[config.mk]
export PLATFORM = sky130hd
export DESIGN_NAME = jpeg_frame_size_scanner_top
export DESIGN_NICKNAME = d
export VERILOG_FILES = /design/src/sv/jfss_pkg.sv /design/src/sv/jpeg_frame_size_scanner_top.sv
export VERILOG_INCLUDE_DIRS = /design/src /design/src/sv
export SDC_FILE = /design/constraint.sdc
export NUM_CORES = 1
export LEC_CHECK = 0
export BUFFER_PORTS_ARGS = -buffer_cell sky130_fd_sc_hd__clkbuf_2
export CORE_MARGIN = 10
export CORE_UTILIZATION = 50
export DETAILED_ROUTE_END_ITERATION = 16
export MAX_ROUTING_LAYER = met4
export PLACE_DENSITY = 0.69
export SLEW_MARGIN = 25
export SYNTH_ARGS = -nofsm -noshare
export SYNTH_HDL_FRONTEND = slang
export SYNTH_SLANG_ARGS = --single-unit
[constraint.sdc]
create_clock -name clk -period 5.4 [get_ports clk]
set_input_delay 0.27 -clock clk [delete_from_list [all_inputs] [get_ports clk]]
set_output_delay 0.27 -clock clk [all_outputs]
set_load 0.005 [all_outputs]
[src/sv/jpeg_frame_size_scanner_top_assert.svh]
// Assertion macros for the JPEG frame size scanner.
`ifndef JPEG_FRAME_SIZE_SCANNER_TOP_ASSERT_SVH
`define JPEG_FRAME_SIZE_SCANNER_TOP_ASSERT_SVH

// Same-cycle implication, disabled while in reset.
`define JFSS_ASSERT_NOW(lbl, ante, cons, msg) \
  lbl: assert property (@(posedge clk) disable iff (!rst_n) (ante) |-> (cons)) else $error(msg);

// Next-cycle implication, disabled while in reset.
`define JFSS_ASSERT_NEXT(lbl, ante, cons, msg) \
  lbl: assert property (@(posedge clk) disable iff (!rst_n) (ante) |=> (cons)) else $error(msg);

`endif

[src/sv/jfss_pkg.sv]
// Types and constants for the JPEG frame size scanner.
package jfss_pkg;

  typedef enum logic [11:0] {
    PH_SOI0   = 12'b0000_0000_0001,
    PH_SOI1   = 12'b0000_0000_0010,
    PH_MARKER = 12'b0000_0000_0100,
    PH_LEN_HI = 12'b0000_0000_1000,
    PH_LEN_LO = 12'b0000_0001_0000,
    PH_SKIP   = 12'b0000_0010_0000,
    PH_PREC   = 12'b0000_0100_0000,
    PH_H_HI   = 12'b0000_1000_0000,
    PH_H_LO   = 12'b0001_0000_0000,
    PH_W_HI   = 12'b0010_0000_0000,
    PH_W_LO   = 12'b0100_0000_0000,
    PH_DONE   = 12'b1000_0000_0000
  } phase_t;

  typedef enum logic [2:0] {
    ST_OK      = 3'd0,
    ST_NO_SOI  = 3'd1,
    ST_ENDED   = 3'd2,
    ST_EOI_SOS = 3'd3,
    ST_BAD_LEN = 3'd4,
    ST_ZERO    = 3'd5
  } status_t;

  typedef enum logic {
    REG_MAX_WIDTH  = 1'b0,
    REG_MAX_HEIGHT = 1'b1
  } reg_idx_t;

  localparam logic [7:0] MK_FILL    = 8'hFF;
  localparam logic [7:0] MK_SOI     = 8'hD8;
  localparam logic [7:0] MK_EOI     = 8'hD9;
  localparam logic [7:0] MK_SOS     = 8'hDA;
  localparam logic [7:0] MK_TEM     = 8'h01;
  localparam logic [7:0] MK_RST0    = 8'hD0;
  localparam logic [7:0] MK_RST7    = 8'hD7;
  localparam logic [7:0] MK_SOF_LO  = 8'hC0;
  localparam logic [7:0] MK_SOF_HI  = 8'hCF;
  localparam logic [7:0] MK_DHT     = 8'hC4;
  localparam logic [7:0] MK_JPG     = 8'hC8;
  localparam logic [7:0] MK_DAC     = 8'hCC;

  localparam logic [15:0] LIMIT_RESET   = 16'd1024;
  localparam logic [15:0] MIN_SEG_LEN   = 16'd2;
  localparam logic [15:0] MIN_FRAME_LEN = 16'd8;

  typedef struct packed {
    status_t     status;
    logic [15:0] width;
    logic [15:0] height;
    logic        lim_ok;
  } res_t;

endpackage

[src/sv/jpeg_frame_size_scanner_top.sv]
// JPEG frame size scanner: byte parser, limit check and output buffering.
//
// Usage: feed a JPEG file one byte per request on the in_ channel, then one
// request with in_end_of_file set. The scanner checks SOI, walks the marker
// segments and reports the size from the first frame header on the out_
// channel: status, width, height and a within-limit flag against the
// max_width / max_height registers written over the cfg_ port.
// Each file gives at most one result; an end-of-file request after an
// undecided scan also gives one, and always returns the scanner to start.
// Throughput: one byte per cycle while in_ready is high; the whole parse
// step is one phase update and one 16-bit decrement or compare between
// the phase registers and the result register. A result is registered into
// the output register, or into the skid entry while that register stalls.
// Stall: an output register plus one skid entry hold results; in_ready only
// drops while both hold a result, and bytes keep flowing otherwise.
// Reset (synchronous, rst_n low) empties both result stages, returns the
// parser to expect SOI and sets both limits to 1024.
`include "jpeg_frame_size_scanner_top_assert.svh"

module jpeg_frame_size_scanner_top
  import jfss_pkg::*;
(
  input  logic        clk,
  input  logic        rst_n,
  input  logic        in_valid,
  output logic        in_ready,
  input  logic [7:0]  in_data_byte,
  input  logic        in_end_of_file,
  output logic        out_valid,
  input  logic        out_ready,
  output logic [2:0]  out_status,
  output logic [15:0] out_image_width,
  output logic [15:0] out_image_height,
  output logic        out_within_limit,
  input  logic        cfg_wr_en,
  input  logic        cfg_index,
  input  logic [15:0] cfg_wdata
);

  phase_t      phase_r, phase_nxt;
  logic [7:0]  hold_r, hold_nxt;
  logic [15:0] skip_r, skip_nxt;
  logic        fh_r, fh_nxt;
  logic [15:0] hgt_r, hgt_nxt;
  logic [15:0] max_w_r, max_h_r;

  logic        out_valid_r, skid_valid_r;
  res_t        out_r, skid_r;

  logic        in_fire;
  logic        res_valid;
  status_t     res_status;
  logic [15:0] res_w, res_h;
  res_t        res;
  logic [15:0] word;
  logic        is_sof;
  logic        out_load;

  assign in_ready = !skid_valid_r;
  assign in_fire  = in_valid && in_ready;
  assign word     = {hold_r, in_data_byte};
  assign is_sof   = (in_data_byte >= MK_SOF_LO) && (in_data_byte <= MK_SOF_HI) &&
                    (in_data_byte != MK_DHT) && (in_data_byte != MK_JPG) &&
                    (in_data_byte != MK_DAC);

  always_comb begin
    phase_nxt  = phase_r;
    hold_nxt   = hold_r;
    skip_nxt   = skip_r;
    fh_nxt     = fh_r;
    hgt_nxt    = hgt_r;
    res_valid  = 1'b0;
    res_status = ST_OK;
    res_w      = 16'd0;
    res_h      = 16'd0;
    if (in_fire) begin
      if (in_end_of_file) begin
        if (phase_r == PH_SOI0 || phase_r == PH_SOI1) begin
          res_valid  = 1'b1;
          res_status = ST_NO_SOI;
        end else if (phase_r != PH_DONE) begin
          res_valid  = 1'b1;
          res_status = ST_ENDED;
        end
        phase_nxt = PH_SOI0;
        hold_nxt  = 8'd0;
        skip_nxt  = 16'd0;
        fh_nxt    = 1'b0;
        hgt_nxt   = 16'd0;
      end else begin
        unique case (phase_r)
          PH_SOI0: begin
            if (in_data_byte == MK_FILL) begin
              phase_nxt = PH_SOI1;
            end else begin
              res_valid  = 1'b1;
              res_status = ST_NO_SOI;
              phase_nxt  = PH_DONE;
            end
          end
          PH_SOI1: begin
            if (in_data_byte == MK_SOI) begin
              phase_nxt = PH_MARKER;
            end else begin
              res_valid  = 1'b1;
              res_status = ST_NO_SOI;
              phase_nxt  = PH_DONE;
            end
          end
          PH_MARKER: begin
            if (in_data_byte == MK_FILL) begin
              phase_nxt = PH_MARKER;
            end else if (in_data_byte == MK_EOI || in_data_byte == MK_SOS) begin
              res_valid  = 1'b1;
              res_status = ST_EOI_SOS;
              phase_nxt  = PH_DONE;
            end else if (in_data_byte == MK_TEM ||
                         (in_data_byte >= MK_RST0 && in_data_byte <= MK_RST7)) begin
              phase_nxt = PH_MARKER;
            end else begin
              fh_nxt    = is_sof;
              phase_nxt = PH_LEN_HI;
            end
          end
          PH_LEN_HI: begin
            hold_nxt  = in_data_byte;
            phase_nxt = PH_LEN_LO;
          end
          PH_LEN_LO: begin
            if (word < MIN_SEG_LEN || (fh_r && word < MIN_FRAME_LEN)) begin
              res_valid  = 1'b1;
              res_status = ST_BAD_LEN;
              phase_nxt  = PH_DONE;
            end else if (fh_r) begin
              phase_nxt = PH_PREC;
            end else begin
              skip_nxt  = word - MIN_SEG_LEN;
              phase_nxt = (word == MIN_SEG_LEN) ? PH_MARKER : PH_SKIP;
            end
          end
          PH_SKIP: begin
            // count is never zero here
            skip_nxt = skip_r - 16'd1;
            if (skip_r == 16'd1) phase_nxt = PH_MARKER;
          end
          PH_PREC: phase_nxt = PH_H_HI;
          PH_H_HI: begin
            hold_nxt  = in_data_byte;
            phase_nxt = PH_H_LO;
          end
          PH_H_LO: begin
            hgt_nxt   = word;
            phase_nxt = PH_W_HI;
          end
          PH_W_HI: begin
            hold_nxt  = in_data_byte;
            phase_nxt = PH_W_LO;
          end
          PH_W_LO: begin
            res_valid = 1'b1;
            phase_nxt = PH_DONE;
            if (word == 16'd0 || hgt_r == 16'd0) begin
              res_status = ST_ZERO;
            end else begin
              res_status = ST_OK;
              res_w      = word;
              res_h      = hgt_r;
            end
          end
          PH_DONE: phase_nxt = PH_DONE;
          default: phase_nxt = PH_DONE;
        endcase
      end
    end
    res.status = res_status;
    res.width  = res_w;
    res.height = res_h;
    res.lim_ok = (res_status == ST_OK) && (res_w <= max_w_r) && (res_h <= max_h_r);
  end

  always_ff @(posedge clk) begin
    if (!rst_n) begin
      phase_r <= PH_SOI0;
      hold_r  <= 8'd0;
      skip_r  <= 16'd0;
      fh_r    <= 1'b0;
      hgt_r   <= 16'd0;
    end else begin
      phase_r <= phase_nxt;
      hold_r  <= hold_nxt;
      skip_r  <= skip_nxt;
      fh_r    <= fh_nxt;
      hgt_r   <= hgt_nxt;
    end
  end

  always_ff @(posedge clk) begin
    if (!rst_n) begin
      max_w_r <= LIMIT_RESET;
      max_h_r <= LIMIT_RESET;
    end else if (cfg_wr_en) begin
      unique case (reg_idx_t'(cfg_index))
        REG_MAX_WIDTH:  max_w_r <= cfg_wdata;
        REG_MAX_HEIGHT: max_h_r <= cfg_wdata;
        default: ;
      endcase
    end
  end

  // Output register with one skid entry behind it.
  assign out_load = !out_valid_r || out_ready;

  always_ff @(posedge clk) begin
    if (!rst_n) begin
      out_valid_r  <= 1'b0;
      skid_valid_r <= 1'b0;
    end else if (out_load) begin
      if (skid_valid_r) begin
        out_valid_r  <= 1'b1;
        skid_valid_r <= res_valid;
      end else begin
        out_valid_r  <= res_valid;
      end
    end else if (res_valid) begin
      skid_valid_r <= 1'b1;
    end
  end

  always_ff @(posedge clk) begin
    if (out_load) begin
      if (skid_valid_r) begin
        out_r  <= skid_r;
        skid_r <= res;
      end else begin
        out_r  <= res;
      end
    end else if (res_valid) begin
      skid_r <= res;
    end
  end

  assign out_valid        = out_valid_r;
  assign out_status       = out_r.status;
  assign out_image_width  = out_r.width;
  assign out_image_height = out_r.height;
  assign out_within_limit = out_r.lim_ok;

  `JFSS_ASSERT_NOW(a_skid_behind_out, skid_valid_r, out_valid_r,
                   "skid entry holds a request while output stage is empty")
  `JFSS_ASSERT_NOW(a_fail_zero_size, out_valid_r && out_r.status != ST_OK,
                   out_r.width == 16'd0 && out_r.height == 16'd0 && !out_r.lim_ok,
                   "failed result carries a size or limit flag")
  `JFSS_ASSERT_NOW(a_skip_nonzero, phase_r == PH_SKIP, skip_r != 16'd0,
                   "skip phase entered with zero count")
  `JFSS_ASSERT_NEXT(a_eof_restart, in_fire && in_end_of_file, phase_r == PH_SOI0,
                    "end of file did not restart the parser")
  `JFSS_ASSERT_NEXT(a_no_result_after_done, in_fire && phase_r == PH_DONE && !in_end_of_file,
                    phase_r == PH_DONE, "parser left the done phase without end of file")

endmodule
==> results of run 1 <==
-- cells by family (layout without fill, tap and decap cells) --
group                      Yosys count  count (layout)  synth area share [%]
muxes                                2               2                 0.243
AOI/OAI and AO/OA                  200             200                  16.8
and+or+nand+nor                    338             338                  22.4
buffers and inverters               97             153                  5.38
DFF                                159             159                  47.4
xor gates and xnor gates            21              21                  2.23
adders and majority gates           36              36                  5.47
-- routing by layer --
metal	wire length [um]	up-vias	part of all wire, %
met5	0	-	0
met4	318	0	1.5
met3	1220	29	5.8
met2	9870	184	47
met1	9620	3177	46
li1	-	3171	-
-- registers in the layout, indices dropped and copies added (netlist names) --
register / count
fh_r: 1
hgt_r: 16
hold_r: 8
max_h_r: 16
max_w_r: 16
out_image_height: 16
out_image_width: 16
out_status: 3
out_valid: 1
out_within_limit: 1
phase_r: 12
skid_r: 36
skid_valid_r: 1
skip_r: 16
-- worst max-delay path, cell delays in order, from the launching register on --
cell and delay, ns:
dfxtp_1 0.37, or4_4 0.60, nor4_4 0.22, and4_1 0.36, and2b_2 0.56, and2_4 0.25, ha_1 0.23, nor2b_1 0.14
o211ai_1 0.20, a21oi_1 0.11, o31ai_1 0.46, nand4b_1 0.15, o31ai_1 0.22
-- power breakdown --
part / internal (uW) / leakage, uW / switching [uW] / total, uW
Clock: 706 / 0.000283 / 500 / 1210
Combinational: 78.0 / 0.00219 / 145 / 223
Sequential: 1290 / 0.00152 / 19.9 / 1310
Total: 2080 / 0.00399 / 665 / 2740
-- layout make-up --
class / instances / area (um2)
fill: 1421 / 6770
sequential: 159 / 3900
tap: 216 / 270
inverter: 45 / 169
timing repair buffer: 76 / 400
clock inverter: 12 / 133
clock buffer: 20 / 457
multi-input combinational: 597 / 3900
-- synthesized netlist by cell type, types with 13 or more instances --
master and instances:
nand2_1 100, dfxtp_1 87, edfxtp_1 72, a21oi_1 65, nor2_1 63, inv_1 44, ha_1 36, a21o_1 35
a22oi_1 28, and2_4 28, clkbuf_1 28, nand3_1 23, nand4_1 21, nor3_1 19, o21ai_0 13
-- path summary, 6_finish.rpt --
path | to | slack (ns) | depth (start not counted)
min reg2reg | max_w_r[14]$_SDFFE_PN0P_ | 0.45 | 2
max reg2reg | out_within_limit$_DFFE_PP_ | 1.33 | 12
min | max_w_r[2]$_SDFFE_PN0P_ | 0.07 | 3
max | out_within_limit$_DFFE_PP_ | 1.33 | 12
-- per-stage QoR --
stage          hold slack (ns)  cells  worst slack, ns
6_report                0.0744   1125             1.33
5_1_grt                 0.0864   1125             1.11
4_1_cts                 0.0669   1125             1.34
3_5_place_dp             0.447   1093             1.35
3_3_place_gp             0.442   1093             1.47
2_1_floorplan            0.392    853             1.52
==> metrics, run 1 <==
status=finished clean; synth top area cells=edfxtp_1 (26%), dfxtp_1 (21%), ha_1 (5.5%); DIE WIDTH=~150 um; synthesized area=a little over 8000 um2; first-pass GRT wire length=between 30000 and 40000 um; hpwl dp=about 15000 um; top cell type's share of synthesized area=26.3%; clock root buffer=clkbuf_16; maximum VDD drop=about 230 uV; DIE AREA=22000 um2; Final period util=approximately three quarters; Final GP Congestion=0.979; drt first-iter violations=~520; DRC Markers=0; Post-DP Area=8640 um2; I/O Pins=around 70; most frequent cells in the layout=nand2_1 (100), dfxtp_1 (87), edfxtp_1 (72); Netlist cell types=between 60 and 70; initial antenna violation count=0; post-cts hold buffer count=0; fin nets=~960; total track usage=19.6%; Peak Freq=0.246 GHz; CP Capture Type=flip-flop; Slew Limit Fails=0; P_leak=about 0.004 uW; final number of setup-violating endpoints=0; GRT met2 Usage=30.8%; Critical path origin=phase_r[2]$_SDFFE_PN0P_; asr flop ratio synth=0%; Buffers on Ports=just under 70; WL/cell=between 15 and 20 um; largest net degree at the start of global routing=55; most used routing layer=met2; Reg clk slew, reported paths=approximately 0.06 ns; Yosys top cell by area=edfxtp_1; Critical Path RT=between 5 and 6 ns; CTS buffer count=17; maxcap violations=0; drt pass-1 iters=5; CTS max path bufs=2; global-route met3 utilization=between 4 and 5%; Routed WL=around 21000 um; vias in the first global route=6449; most common cell after layout, fill and taps aside=nand2_1; worst-path fanout max=32; via count=roughly 6600; pwr dens=297 nW/um2; core area=~16000 um2; WP data arrival=between 4 and 5 ns; Worst Tran Pin Value=0.937 ns; post-synthesis register bit count=around 160; worst r2r src=phase_r[2]$_SDFFE_PN0P_; WS Path Type=flip-flop to flip-flop; syn avg cell area=between 9 and 10 um2; setup tns final=0 ns; Via-to-Cell Ratio=5.83; H-tree Lvls=4; Worst slew margin=a little under two fifths; min-delay worst type=primary input to flip-flop; CP startpoint kind=flip-flop; Die Y-Extent=148 um; warnings from Yosys=0; fin area=slightly above 9000 um2; Mapped Cells=approximately 850; Initial Utilization=around half; clock latency on the worst-skew pair=0.44 ns; total power=approximately 2700 uW; TritonCTS clock tree=done; met1 GRT Util=24.6%; EDFF count, synth=72; Syn Nets=920; P&R area growth vs syn=12.2%; Sink Count=159; # diodes=0; fin crit period=a little over 4 ns; CTS resizes=0; Final Hold Fails=0; Setup Buffers After CTS=0; register area share after synthesis=47.4%; GRT overflow=0; Main synth FF type=dfxtp_1; final core occ=57.7%; Cell Rows=46; layout cell share with drive strength beyond 1=17.5%; clock skew after layout=around 0.010 ns; Hold Path Origin=cfg_wdata[2]; RSZ-0062 raised after global routing=false; ANT nets after route=0
No activity file was read; power rests on OpenSTA's default activity.
==> inputs of run 2 (changes only) <==
- clock period: 5.4 -> 4.1 ns (I/O delays scaled with it)
==> metrics, run 2 (synthesis gave the netlist of run 1 again) <==
post-cts hold buffer count=0 (unchanged); Die Y-Extent=148 um (unchanged); via count=6586 (+0.38%); ANT nets after route=0 (unchanged); I/O Pins=69 (unchanged); Final WS setup=0.353 ns (-0.978 ns); GRT overflow=0 (unchanged); CTS max path bufs=2 (unchanged); setup tns final=0 ns (unchanged); Reg clk slew, reported paths=0.07 ns (about the same); worst-path fanout max=9 (-72%); P&R area growth vs syn=13.8%; Final GP Congestion=0.931 (-4.9%); Final period util=91.4% (+16 points); status=finished clean; clock skew after layout=0.00963 ns (-0.000491 ns); P_leak=0.00407 uW (+1.8%); H-tree Lvls=4 (unchanged); WL/cell=18.4 um (-1.5%); family with the most delay on the worst path=simple AND/OR/NAND/NOR gates; clock root buffer=clkbuf_16; Worst Tran Pin Value=0.958 ns (+0.0211 ns); drt first-iter violations=675 (+29%); Peak Freq=0.267 GHz (+8.6%); Critical Path RT=4.35 ns (-1.31 ns); CP Capture Type=flip-flop; Crit-path slowest cell=or4_4; pwr dens=396 nW/um2 (+33%); hold slack=0.0179 ns (-0.0566 ns); Biggest register=skid_r; largest net degree at the start of global routing=70 (+27%); FILL cells=1397 (-1.7%); min-delay worst type=primary input to flip-flop; initial antenna violation count=0 (unchanged); vias in the first global route=6217 (-3.6%); maximum VDD drop=331 uV (+47%); Cell Rows=46 (unchanged); hpwl dp=14700 um (-0.88%); DIE WIDTH=148 um (unchanged); DRC Markers=0 (unchanged); Routed WL=20900 um (-0.49%); core area=16000 um2 (unchanged); Worst slew margin=36.1% (-1.4 points); CP startpoint kind=flip-flop; final number of setup-violating endpoints=0 (unchanged); crit-path cells=or4_4, nor4_4, and4_2, and2b_4, buf_4, and2_4, ha_1, a21oi_1, o21ai_0, a221oi_1, nor2_1, or3_1, o31ai_1; maxcap violations=0 (unchanged); Final Hold Fails=0 (unchanged); Bufs and invs on worst path=1 (+1); most common cell after layout, fill and taps aside=nand2_1; # diodes=0 (unchanged); most frequent cells in the layout=nand2_1 (100), dfxtp_1 (87), edfxtp_1 (72); DIE AREA=22000 um2 (unchanged); clock latency on the worst-skew pair=0.43 ns (about the same); Reg2Reg Setup Slack=0.35 ns (-0.98 ns); fin crit period=3.75 ns (-0.322 ns); Buffers on Ports=68 (unchanged); Slew Limit Fails=0 (unchanged); max reg flops=36 (unchanged); WS Path Type=flip-flop to flip-flop; TritonCTS clock tree=done; Sink Count=159 (unchanged); layout cell share with drive strength beyond 1=18.8% (+1.3 points); RSZ-0062 raised after global routing=false; drt pass-1 iters=5 (unchanged); pre-CTS WS=0.244 ns (-1.11 ns); Initial Utilization=51.4% (unchanged); first-pass GRT wire length=33700 um (-0.59%); WP data arrival=4.00 ns (-0.33 ns); CP peak stage delay=0.60 ns (about the same); CTS buffer count=17 (unchanged); Via-to-Cell Ratio=5.80 (-0.59%); total track usage=19.6% (-0.037 points); fin nets=974 (+1.1%)
## run 2: report_power, final
part | total (uW) | internal, uW | switching [uW]
clock | 1670 | 982 | 690
sequential | 1730 | 1700 | 23.3
combinational | 307 | 107 | 199
total | 3710 | 2790 | 913
## run 2: through the flow
stage / cells / instance area, um2 / total power (uW) / utilization [%]
detailed placement: 1100 / 8690 / 2060 / 54.3
global route: 1136 / 9370 / 3830 / 58.6
finish: 1136 / 9370 / 3710 / 58.6
global placement: 1100 / 8690 / 2060 / 54.3
floorplan: 853 / 8230 / 1950 / -
CTS: 1132 / 9320 / 3730 / 58.2
## run 2: path summary, 6_finish.rpt
kind	startpoint	to	depth (start not counted)
worst max-delay path	phase_r[2]$_SDFFE_PN0P_	out_within_limit$_DFFE_PP_	13
worst min-delay path	cfg_wdata[3]	max_w_r[3]$_SDFFE_PN0P_	3
worst max register to register	phase_r[2]$_SDFFE_PN0P_	out_within_limit$_DFFE_PP_	13
worst min register to register	max_h_r[4]$_SDFFE_PN0P_	max_h_r[4]$_SDFFE_PN0P_	2
## run 2: worst register-to-register path, stage by stage (launching register included)
cell and delay, ns:
dfxtp_1 0.37, or4_4 0.60, nor4_4 0.25, and4_2 0.35
and2b_4 0.24, buf_4 0.14, and2_4 0.15, ha_1 0.24
a21oi_1 0.14, o21ai_0 0.10, a221oi_1 0.32, nor2_1 0.07
or3_1 0.37, o31ai_1 0.24
## run 2: what timing repair did
item / CTS / global route
resized for setup: 0 / 4
buffers inserted: 0 / 4
setup endpoints to repair: 0 / 2
## run 2: area by class of cell
cell class / count / area (um2) / share of cell area, %
Multi-Input combinational cell: 597 / 3920 / 41.8
Timing Repair Buffer: 87 / 483 / 5.15
Tap cell: 216 / 270 / 2.88
Clock buffer: 18 / 429 / 4.58
Inverter: 45 / 169 / 1.80
Clock inverter: 14 / 194 / 2.07
Sequential cell: 159 / 3900 / 41.7
## run 2: layer usage
| layer | up-vias | GRT usage [%] | share of wire (%) |
|---|---|---|---|
| li1 | 3196 | - | - |
| met1 | 3124 | 25.4 | 45 |
| met2 | 240 | 30.2 | 46 |
| met3 | 26 | 4.85 | 7.5 |
| met4 | 0 | 4.91 | 1.3 |
| met5 | - | - | 0 |
